==> config.mk <==
export PLATFORM = sky130hd
export DESIGN_NAME = mbe_ctrl
export DESIGN_NICKNAME = d
export VERILOG_FILES = /design/src/design/mbe_pkg.sv /design/src/design/mbe_ctrl.sv
export SDC_FILE = /design/constraint.sdc
export NUM_CORES = 1
export LEC_CHECK = 0
export BUFFER_PORTS_ARGS = -buffer_cell sky130_fd_sc_hd__buf_4
export CAP_MARGIN = 20
export CORE_AREA = 2 2 39 41
export DETAILED_ROUTE_END_ITERATION = 7
export DIE_AREA = 0 0 41 43
export HOLD_SLACK_MARGIN = 0.15
export PLACE_DENSITY_LB_ADDON = 0.2
export SETUP_SLACK_MARGIN = 0.15
export SLEW_MARGIN = 20
export SYNTH_ARGS = -nofsm -noshare
export SYNTH_HDL_FRONTEND = slang
export SYNTH_SLANG_ARGS = --single-unit
==> constraint.sdc <==
create_clock -name clk_i -period 1.3 [get_ports clk_i]
set_clock_uncertainty 0.1 [all_clocks]
set_input_delay 0.195 -clock clk_i [delete_from_list [all_inputs] [get_ports clk_i]]
set_output_delay 0.195 -clock clk_i [all_outputs]
set_load 0.02 [all_outputs]
==> src/design/mbe_pkg.sv <==
`timescale 1ns / 1ps

package mbe_pkg;

  localparam int COORD_WIDTH = 32;
  localparam int FRAC_BITS   = 28;
  localparam int COUNT_WIDTH = 10;

  // product width, and sum width with two extra bits
  localparam int PROD_WIDTH = 2 * COORD_WIDTH;
  localparam int SUM_WIDTH  = PROD_WIDTH + 2;

  localparam logic [COUNT_WIDTH-1:0] MAX_ITER_RESET = COUNT_WIDTH'(50);

  // register indexes
  localparam logic REG_MAX_ITER = 1'b0;

  typedef struct packed {
    logic signed [COORD_WIDTH-1:0] c_real;
    logic signed [COORD_WIDTH-1:0] c_imag;
  } in_word_t;

  typedef struct packed {
    logic [COUNT_WIDTH-1:0] escape_count;
    logic                   in_set;
  } out_word_t;

  typedef struct packed {
    logic start;     // load c, z = c, counter = limit
    logic mul;       // register the three products
    logic step;      // z = z*z + c, counter - 1
    logic load_out;  // capture result into output register
  } dp_cmd_t;

  typedef struct packed {
    logic escaped;
    logic left_zero;
  } dp_status_t;

  // clamp a wide signed value to the coordinate range
  function automatic logic signed [COORD_WIDTH-1:0] sat_coord(
      input logic signed [SUM_WIDTH-1:0] v);
    logic [SUM_WIDTH-COORD_WIDTH:0] top;
    logic signed [COORD_WIDTH-1:0] r;
    top = v[SUM_WIDTH-1:COORD_WIDTH-1];
    if ((&top) || !(|top)) begin
      r = v[COORD_WIDTH-1:0];
    end else if (v[SUM_WIDTH-1]) begin
      r = {1'b1, {(COORD_WIDTH-1){1'b0}}};
    end else begin
      r = {1'b0, {(COORD_WIDTH-1){1'b1}}};
    end
    return r;
  endfunction

endpackage

==> src/design/mbe_ctrl.sv <==
`timescale 1ns / 1ps

module mbe_ctrl (
  input  logic                clk_i,
  input  logic                rst_ni,
  input  logic                in_valid_i,
  output logic                in_ready_o,
  output logic                out_valid_o,
  input  logic                out_ready_i,
  input  mbe_pkg::dp_status_t status_i,
  output mbe_pkg::dp_cmd_t    cmd_o
);
  import mbe_pkg::*;

  localparam logic [1:0] ST_IDLE = 2'd0;
  localparam logic [1:0] ST_MUL  = 2'd1;
  localparam logic [1:0] ST_EVAL = 2'd2;
  localparam logic [1:0] ST_HOLD = 2'd3;

  logic [1:0] state_q, state_d;
  logic       out_valid_q, out_valid_d;
  logic       finish, out_free;

  assign out_free   = !out_valid_q || out_ready_i;
  assign in_ready_o = (state_q == ST_IDLE);
  assign finish     = status_i.escaped || status_i.left_zero;

  always_comb begin
    state_d      = state_q;
    out_valid_d  = out_valid_q && !out_ready_i;
    cmd_o        = '0;
    unique case (state_q)
      ST_IDLE: begin
        if (in_valid_i) begin
          cmd_o.start = 1'b1;
          state_d     = ST_MUL;
        end
      end
      ST_MUL: begin
        cmd_o.mul = 1'b1;
        state_d   = ST_EVAL;
      end
      ST_EVAL, ST_HOLD: begin
        if (state_q == ST_EVAL && !finish) begin
          cmd_o.step = 1'b1;
          state_d    = ST_MUL;
        end else if (out_free) begin
          cmd_o.load_out = 1'b1;
          out_valid_d    = 1'b1;
          state_d        = ST_IDLE;
        end else begin
          state_d = ST_HOLD;
        end
      end
      default: state_d = ST_IDLE;
    endcase
  end

  always_ff @(posedge clk_i or negedge rst_ni) begin
    if (!rst_ni) begin
      state_q     <= ST_IDLE;
      out_valid_q <= 1'b0;
    end else begin
      state_q     <= state_d;
      out_valid_q <= out_valid_d;
    end
  end

  assign out_valid_o = out_valid_q;

endmodule

=== Word-level counts from Yosys, hierarchy flattened ===
Index checks and enable logic that the tools add are counted.

* Register bits after elaboration: 3
* Input bits: 6
* Output and inout bits: 6
* Word-level logic and storage cells: 29

* Eq/ne operators: 4
* Muxes and demuxes: 14
* Reduce and logical (&&, ||, !) cells: 9

{| class="wikitable"
|+ Operators with widths
! operator !! number
|-
| $mux W1 || 9
|-
| $mux W2 || 4
|-
| $pmux W2 S3 || 1
|-
| $eq A2 B2 Y1 const B || 2
|-
| $logic_not A1 Y1 || 3
|-
| $eq A2 B1 Y1 const B || 1
|-
| $logic_and A1 B1 Y1 || 2
|-
| $logic_not A2 Y1 || 1
|-
| $logic_or A1 B1 Y1 || 2
|-
| $ne A2 B2 Y1 const B || 1
|-
| $reduce_or A2 Y1 || 1
|}

=== Longest topological paths before layout ===
Gate-level depths: netlist of run 1.

* Depth in word-level cells: 5
* Mapped depth: 2
* Mapped depth without buffers: 2

=== Worst setup path after synthesis of run 1 ===
Ideal clock, no wire load.

* Path type: register to output
* From: register state_q[0]
* To: output port cmd_o[1] (netlist name)
* Arrival time: 1.087 ns
* Required time: 1.005 ns
* Setup slack: -0.082 ns
* Cell stages (with the launch flop): 3
* Buffers on the path: 0
* Cells stage by stage: dfrtp_1 -> or4b_1 -> inv_1

{| class="wikitable"
|+ RTL lines
! what !! RTL line !! text
|-
| start: declaration || mbe_ctrl.sv:20 || <nowiki>logic [1:0] state_q, state_d;</nowiki>
|-
| start signal: assignment || mbe_ctrl.sv:64 || <nowiki>state_q <= state_d;</nowiki>
|-
| end: declaration || mbe_ctrl.sv:11 || <nowiki>output mbe_pkg::dp_cmd_t cmd_o</nowiki>
|}

==> impl_metrics.env, run 1 <==
export IMPL_synth_cell_types=13
export IMPL_antenna_found_initial=0
export IMPL_syn_to_final_growth_pct=199
export IMPL_cp_top_family="flip-flops"
export IMPL_final_common_cell="buf_6"
export IMPL_cp_slowest_stage_delay_ps=410
export IMPL_grt_max_degree=5
export IMPL_post_route_cells_drive_above_1_share=0.851
export IMPL_portBuffers=11
export IMPL_critPathLaunch="state_q[0]"
export IMPL_placedCellCount=52
export IMPL_status="finished, violations left"
export IMPL_fin_crit_ps=1650
export IMPL_clock_latency_ps=240
export IMPL_grt_ovfl_total=0
export IMPL_fin_cells=63
export IMPL_violations="negative setup slack"
export IMPL_worst_setup_path_end_kind="output pin"
export IMPL_crit_path_start_kind="register"
export IMPL_hold_viol_final=0
export IMPL_first_pass_iters=1
export IMPL_yosysWarnings=0
export IMPL_grt_usage=0.102
export IMPL_final_max_slew_viol_count=0
export IMPL_place_hpwl_um=431
export IMPL_cellLeakagePower_nw=0.252
export IMPL_ys_seq_elements=3
export IMPL_path_cells="buf_4 > or3b_4 > inv_4 > buf_6"
export IMPL_cp_max_fo=4
export IMPL_die_y_um=43
export IMPL_crit_end="cmd_o[3]"
export IMPL_synth_net_count=24
export IMPL_slowest_stage="dfrtp_1"
export IMPL_cts_buffer_depth=2
export IMPL_arrival_ps=1350
export IMPL_final_period_utilization=1.27
export IMPL_rsz0062_at_grt="yes"
export IMPL_irDropWorstVdd_uv=608
export IMPL_via_per_inst=3.92
export IMPL_grt_pass1_wl_um=1040
export IMPL_cp_depth=4
export IMPL_wire_per_inst_um=11.0
export IMPL_drv_cap=0
export IMPL_maxSlewHeadroom=0.890
export IMPL_avgSynthCellArea_um2=9.52
export IMPL_power_total_mw=1.19
export IMPL_setup_viol=5
export IMPL_tightestPinTransition_ps=165
export IMPL_diodes=0
export IMPL_cellPowerDensity_nw_per_um2=2330
export IMPL_drcViolationCount=0
export IMPL_clockRootBuffer="clkbuf_4"
export IMPL_r2r_end="state_q[0]"
export IMPL_cts_htree_levels=1
export IMPL_gp_congestion=0.639
export IMPL_wirelength_um=694
export IMPL_cts_buffers=3
export IMPL_worstPathRequired_ps=1000
export IMPL_grt_pass1_vias=282
export IMPL_nNetsFinal=54
export IMPL_syn_area_um2=171
export IMPL_layout_common_cells="buf_6 (13), buf_4 (11), clkbuf_4 (3)"
export IMPL_yosys_area_top_type="dfrtp_1"
export IMPL_num_rows=14
export IMPL_synth_top_area_frac=0.438
export IMPL_yosysSeqAreaShare=0.438
export IMPL_num_fill_cells=147
export IMPL_drtIter0Drc=0
export IMPL_synthTopCellsByArea="dfrtp_1 (44%), inv_1 (6.6%), nor3_1 (5.8%)"
export IMPL_via_count=247
export IMPL_fin_util=0.370
export IMPL_clock_sinks=3
export IMPL_ant_nets=0
export IMPL_r2r_cells=4
export IMPL_synthesis_instances=18
export IMPL_path_class="register to output pin"
export IMPL_clock_fmax_ghz=0.608
export IMPL_reg2reg_from="state_q[0]"
export IMPL_io_pin_count=12
export IMPL_core_area_um2=1380
export IMPL_initial_core_util=0.124
export IMPL_die_w_um=41
export IMPL_cp_num_buf_inv=3
export IMPL_path_clk_slew_ps=40
export IMPL_hold_path_class="input pin to async pin"
export IMPL_setup_slack_ps=-346
export IMPL_die_area_um2=1760
export IMPL_cts_tree="built"
export IMPL_reg2reg_slack_ps=10
-- state kept, by name (all words and copies together), names as in the netlist --
signal and flops:
state_q 2, out_valid_o 1
-- synth_stat cells (all sizes together) --
master and count:
o21a 1, or4b 1, o22a 1, o21bai 1
nor2 1, nand3 1, and2b 1, nor2b 1
dfrtp 3, or3b 1, inv 3, nor3 2
nand3b 1
-- metrics by stage --
step | hold slack (ps) | cell area, um^2 | setup WS (ps) | setup TNS [ps]
2_1_floorplan | -201 | 203 | 10.7 | 0
3_3_place_gp | -116 | 358 | -71.1 | -112
3_5_place_dp | -115 | 358 | -87.3 | -161
4_1_cts | 175 | 460 | -328 | -1130
5_1_grt | 190 | 512 | -382 | -1610
6_report | 179 | 512 | -346 | -1410
-- worst min path at each step --
stage | end | cells past startpoint | slack, ps | start
after detailed placement | state_q[1] | 1 | -120 | rst_ni
final | state_q[0] | 2 | 180 | rst_ni
after CTS | state_q[0] | 2 | 180 | rst_ni
after floorplan | out_valid_o | 0 | -200 | rst_ni
after global placement | state_q[1] | 1 | -120 | rst_ni
after global routing | state_q[0] | 2 | 190 | rst_ni
-- power by group --
part	internal (mW)	switching, mW	leakage [nW]
registers	0.143	0.0478	0.0356
clock network	0.115	0.0560	0.0150
logic	0.496	0.334	0.202
-- cells by family (layout without fill, tap and decap cells) --
family / after synthesis / in the layout / synth area share
and+or+nand+nor: 9 / 9 / 0.350
AOI/OAI and AO/OA: 3 / 3 / 0.146
DFF: 3 / 3 / 0.438
buffers and inverters: 3 / 32 / 0.0657
-- timing repair --
item                                   in CTS  in global routing
gates resized for setup                    11                  8
pin swaps                                   2                  2
endpoints found under the hold margin       3                  0
hold buffers                                1                  0
setup endpoints to repair                   7                  8
buffers inserted                            3                  3
-- cell type report --
cell class / instances / area (um^2) / share of cell area
timing repair buffer: 25 / 239 / 0.467
multi-input combinational: 12 / 134 / 0.262
sequential: 3 / 76.3 / 0.149
clock buffer: 4 / 26.3 / 0.0513
tap: 16 / 20.0 / 0.0391
inverter: 3 / 16.3 / 0.0318
-- worst register-to-register path, stage by stage, from the launching register on --
cell	delay (ps)
dfrtp_1	410
buf_4	150
or3b_4	390
buf_6	130
nand3_2	50
-- metal layers --
layer | global-route usage | part of all wire | vias to the layer above
met5 | 0 | 0 | -
met4 | 0.140 | 0.046 | 0
met3 | 0.0314 | 0.022 | 3
met2 | 0.169 | 0.67 | 8
met1 | 0.0649 | 0.26 | 117
li1 | - | - | 119
(Power assumes the default switching activity.)
==> run 2, diff against run 1 <==
--- a/config.mk
+++ b/config.mk
@@ -5,11 +5,11 @@
 export SDC_FILE = /design/constraint.sdc
 export NUM_CORES = 1
 export LEC_CHECK = 0
-export BUFFER_PORTS_ARGS = -buffer_cell sky130_fd_sc_hd__buf_4
 export CAP_MARGIN = 20
 export CORE_AREA = 2 2 39 41
 export DETAILED_ROUTE_END_ITERATION = 7
 export DIE_AREA = 0 0 41 43
+export DONT_BUFFER_PORTS = 1
 export HOLD_SLACK_MARGIN = 0.15
 export PLACE_DENSITY_LB_ADDON = 0.2
 export SETUP_SLACK_MARGIN = 0.15
==> impl_metrics.env, run 2 (synthesis results as in run 1) <==
export IMPL_status="finished, violations left"
export IMPL_violations="negative setup slack"
export IMPL_wirelength_um=545
export IMPL_cts_buffer_depth=2
export IMPL_cts_tree="built"
export IMPL_slowest_stage="or4b_4"
export IMPL_irDropWorstVdd_uv=430
export IMPL_arrival_ps=1240
export IMPL_pre_cts_slack_ps=-12.8
export IMPL_grt_pass1_vias=209
export IMPL_diodes=0
export IMPL_reg2reg_slack_ps=30
export IMPL_fin_tns_setup_ps=-765
export IMPL_crit_path_start_kind="register"
export IMPL_grt_max_degree=5
export IMPL_clock_fmax_ghz=0.650
export IMPL_reg2reg_from="state_q[0]"
export IMPL_clock_sinks=3
export IMPL_cp_slowest_stage_delay_ps=510
export IMPL_met3_wirelength_um=38
export IMPL_power_share_clock=0.168
export IMPL_r2r_cells=3
export IMPL_wire_per_inst_um=9.91
export IMPL_grt_usage=0.0817
export IMPL_r2r_end="state_q[0]"
export IMPL_tightestPinTransition_ps=266
export IMPL_final_common_cell="buf_4"
export IMPL_cp_max_fo=4
export IMPL_drv_cap=0
export IMPL_fin_cells=55
export IMPL_met1_length_um=148
export IMPL_portBuffers=0
export IMPL_post_route_cells_drive_above_1_share=0.718
export IMPL_die_area_um2=1760
export IMPL_final_max_slew_viol_count=0
export IMPL_io_pin_count=12
export IMPL_setup_viol=5
export IMPL_cellPowerDensity_nw_per_um2=2410
export IMPL_die_y_um=43
export IMPL_gp_congestion=0.624
export IMPL_via_per_inst=3.93
export IMPL_nNetsFinal=46
export IMPL_path_class="register to output pin"
export IMPL_num_rows=14
export IMPL_p_sw_uw=374
export IMPL_fin_crit_ps=1540
export IMPL_grt_ovfl_total=0
export IMPL_maxSlewHeadroom=0.822
export IMPL_worstPathRequired_ps=1000
export IMPL_layout_common_cells="buf_4 (10), dlygate4sd3_1 (4), clkbuf_4 (3), buf_6 (3)"
export IMPL_setup_slack_ps=-240
export IMPL_hold_end="state_q[1]"
export IMPL_top_layer_used="met4"
export IMPL_ant_nets=0
export IMPL_core_area_um2=1380
export IMPL_cts_buffers=3
export IMPL_swShare=0.373
export IMPL_drtIter0Drc=0
export IMPL_cts_htree_levels=1
export IMPL_fin_util=0.300
export IMPL_worst_setup_path_end_kind="output pin"
export IMPL_power_total_mw=1.00
export IMPL_final_period_utilization=1.18
export IMPL_top_register="state_q"
export IMPL_clockRootBuffer="clkbuf_4"
export IMPL_via_count=216
export IMPL_hold_viol_final=0
export IMPL_syn_to_final_growth_pct=142
export IMPL_hold_depth=2
export IMPL_min_delay_start="status_i[0]"
export IMPL_drcViolationCount=0
export IMPL_p_int_uw=628
export IMPL_placedCellCount=41
export IMPL_antenna_found_initial=0
export IMPL_pwr_share_comb=0.652
export IMPL_path_cells="or4b_4 > inv_4"
export IMPL_hold_path_class="input pin to register"
export IMPL_num_fill_cells=154
export IMPL_p_seq_frac=0.181
export IMPL_cellLeakagePower_nw=0.200
export IMPL_die_w_um=41
export IMPL_dr_wl_met2_um=338
export IMPL_path_clk_slew_ps=40
export IMPL_initial_core_util=0.124
export IMPL_largest_register_ffs=2
export IMPL_rsz0062_at_grt="yes"
export IMPL_clock_latency_ps=240
export IMPL_first_pass_iters=1
export IMPL_ctsHoldBuffers=4
export IMPL_grt_pass1_wl_um=800
[run 2: worst max path at each step]
stage                          start  endpoint  slack, ps  cells after the start
after floorplan           state_q[0]  cmd_o[1]         10                      2
after detailed placement  state_q[1]  cmd_o[1]        -10                      2
after global routing      state_q[0]  cmd_o[1]       -290                      2
after global placement    state_q[1]  cmd_o[1]         -8                      2
final                     state_q[0]  cmd_o[1]       -240                      2
after CTS                 state_q[0]  cmd_o[1]       -250                      2
[run 2: area by class of cell]
cell class,instances,area [um^2],share of cell area
Timing Repair Buffer,17,149,0.358
Inverter,3,16.3,0.0392
Clock buffer,4,26.3,0.0633
Sequential cell,3,76.3,0.184
Tap cell,16,20.0,0.0482
Multi-Input combinational cell,12,128,0.307
[run 2: stage by stage]
step	hold WS, ps	area, um^2
finish	123	415
detailed placement	-200	275
global placement	-201	275
CTS	109	415
global route	123	415
floorplan	-201	203
[run 2: worst max-delay path, delay by kind of cell, from the launching register on]
family,cells,cell delay [ps]
buffers and inverters,1,100
flip-flops,1,400
AND/OR/NAND/NOR,1,510
[run 2: power by group through the flow]
stage	combinational, mW	clock [mW]	sequential, mW
2_1_floorplan	0.268	0	0.209
3_3_place_gp	0.465	0	0.190
3_5_place_dp	0.462	0	0.193
4_1_cts	0.661	0.180	0.180
5_1_grt	0.703	0.190	0.188
6_report	0.653	0.168	0.181
[run 2: metal layers]
layer / up-vias / global-route usage
li1: 104 / -
met1: 103 / 0.0523
met2: 7 / 0.116
met3: 2 / 0.0366
met4: 0 / 0.140
met5: - / 0
[run 2: what timing repair did]
item | in CTS | in global routing
endpoints found under the hold margin | 6 | 1
gates cloned | 0 | 0
endpoints found under the setup margin | 6 | 7
pin swaps | 2 | 1
buffers inserted | 6 | 0
resized for setup | 7 | 0
==> run 3, diff against run 2 <==
--- a/config.mk
+++ b/config.mk
@@ -12,7 +12,6 @@
 export DONT_BUFFER_PORTS = 1
 export HOLD_SLACK_MARGIN = 0.15
 export PLACE_DENSITY_LB_ADDON = 0.2
-export SETUP_SLACK_MARGIN = 0.15
 export SLEW_MARGIN = 20
 export SYNTH_ARGS = -nofsm -noshare
 export SYNTH_HDL_FRONTEND = slang
==> impl_metrics.env, run 3 (synthesis results as in run 1) <==
export IMPL_status="finished, violations left"
export IMPL_violations="negative setup slack"
export IMPL_post_route_cells_drive_above_1_share=0.556
export IMPL_setup_viol=6
export IMPL_layout_common_cells="buf_4 (7), dlygate4sd3_1 (4), clkbuf_4 (3), dfrtp_1 (3), buf_6 (3)"
export IMPL_num_rows=14
export IMPL_clock_sinks=3
export IMPL_final_period_utilization=1.18
export IMPL_nNetsFinal=43
export IMPL_final_common_cell="buf_4"
export IMPL_first_pass_iters=1
export IMPL_largest_register_ffs=2
export IMPL_place_area_um2=249
export IMPL_tightestPinTransition_ps=292
export IMPL_cp_slowest_stage_delay_ps=510
export IMPL_portBuffers=0
export IMPL_cts_buffers=3
export IMPL_maxSlewHeadroom=0.804
export IMPL_cellLeakagePower_nw=0.170
export IMPL_grt_usage=0.0634
export IMPL_gp_congestion=0.541
export IMPL_place_hpwl_um=385
export IMPL_cellPowerDensity_nw_per_um2=2410
export IMPL_final_max_slew_viol_count=0
export IMPL_cts_tree="built"
export IMPL_fin_util=0.257
export IMPL_via_count=188
export IMPL_slowest_stage="or4b_4"
export IMPL_irDropWorstVdd_uv=605
export IMPL_core_area_um2=1380
export IMPL_clock_latency_ps=230
export IMPL_placedCellCount=41
export IMPL_arrival_ps=1240
export IMPL_cp_top_family="simple AND/OR/NAND/NOR gates"
export IMPL_path_class="register to output pin"
export IMPL_cts_buffer_depth=2
export IMPL_pre_cts_slack_ps=-107
export IMPL_antenna_found_initial=0
export IMPL_holdWs_ps=85.9
export IMPL_grt_pass1_wl_um=662
export IMPL_via_per_inst=3.62
export IMPL_grt_max_degree=6
export IMPL_io_pin_count=12
export IMPL_die_area_um2=1760
export IMPL_grt_ovfl_total=0
export IMPL_ctsHoldBuffers=4
export IMPL_clock_fmax_ghz=0.650
export IMPL_wirelength_um=494
export IMPL_wire_per_inst_um=9.50
export IMPL_fin_crit_ps=1540
export IMPL_die_w_um=41
export IMPL_clockRootBuffer="clkbuf_4"
export IMPL_syn_to_final_growth_pct=107
export IMPL_ant_nets=0
export IMPL_drtIter0Drc=0
export IMPL_grt_pass1_vias=183
export IMPL_cp_max_fo=4
export IMPL_worst_setup_path_end_kind="output pin"
export IMPL_initial_core_util=0.124
export IMPL_worstPathRequired_ps=1000
export IMPL_die_y_um=43
export IMPL_crit_path_start_kind="register"
export IMPL_setup_slack_ps=-238
export IMPL_cts_htree_levels=1
export IMPL_drv_cap=0
export IMPL_top_register="state_q"
export IMPL_rsz0062_at_grt="yes"
export IMPL_final_area_um2=355
export IMPL_diodes=0
export IMPL_fin_cells=52
export IMPL_cp_num_buf_inv=1
export IMPL_drcViolationCount=0
export IMPL_path_cells="or4b_4 > inv_4"
export IMPL_hold_path_class="input pin to register"
export IMPL_hold_viol_final=0
export IMPL_path_clk_slew_ps=40
run 3: report_power, final:
part | internal, mW | total, mW | switching (mW)
Clock | 0.115 | 0.160 | 0.0450
Combinational | 0.276 | 0.520 | 0.244
Sequential | 0.140 | 0.175 | 0.0353
Total | 0.530 | 0.855 | 0.325
run 3: layer usage:
metal,track usage,share of wire,vias to the layer above
li1,-,-,97
met1,0.0615,0.39,80
met3,0.0209,0.18,0
met5,0,0,-
met4,0.100,0,0
met2,0.0781,0.43,11
run 3: what timing repair did:
action	in CTS	in global routing
hold endpoints to repair	6	2
pin swaps	1	0
setup buffers	2	2
gates resized for setup	3	2
setup endpoints to repair	6	6
run 3: cell type report:
type                            instances  area (um^2)
Sequential cell                         3         75.1
Timing Repair Buffer                   14          126
Fill cell                             156         1030
Tap cell                               16         20.0
Multi-Input combinational cell         12         93.8
Clock buffer                            4         26.3
Inverter                                3         13.8
run 3: worst paths after layout:
path / startpoint / endpoint / slack [ps] / cells past startpoint
setup / recovery: state_q[0] / cmd_o[1] / -240 / 2
hold reg to reg: state_q[1] / state_q[0] / 530 / 2
min in group asynchronous: rst_ni / out_valid_o / 640 / 2
setup reg to reg: state_q[0] / state_q[0] / -100 / 4
hold / removal: status_i[0] / out_valid_o / 90 / 2
max in group asynchronous: rst_ni / state_q[0] / 310 / 2
run 3: per-stage QoR:
| step | power, mW | TNS [ps] |
|---|---|---|
| after floorplan | 0.425 | -55.8 |
| after global placement | 0.607 | -176 |
| after detailed placement | 0.610 | -183 |
| after CTS | 0.831 | -1130 |
| after global routing | 0.917 | -1460 |
| final | 0.855 | -1200 |
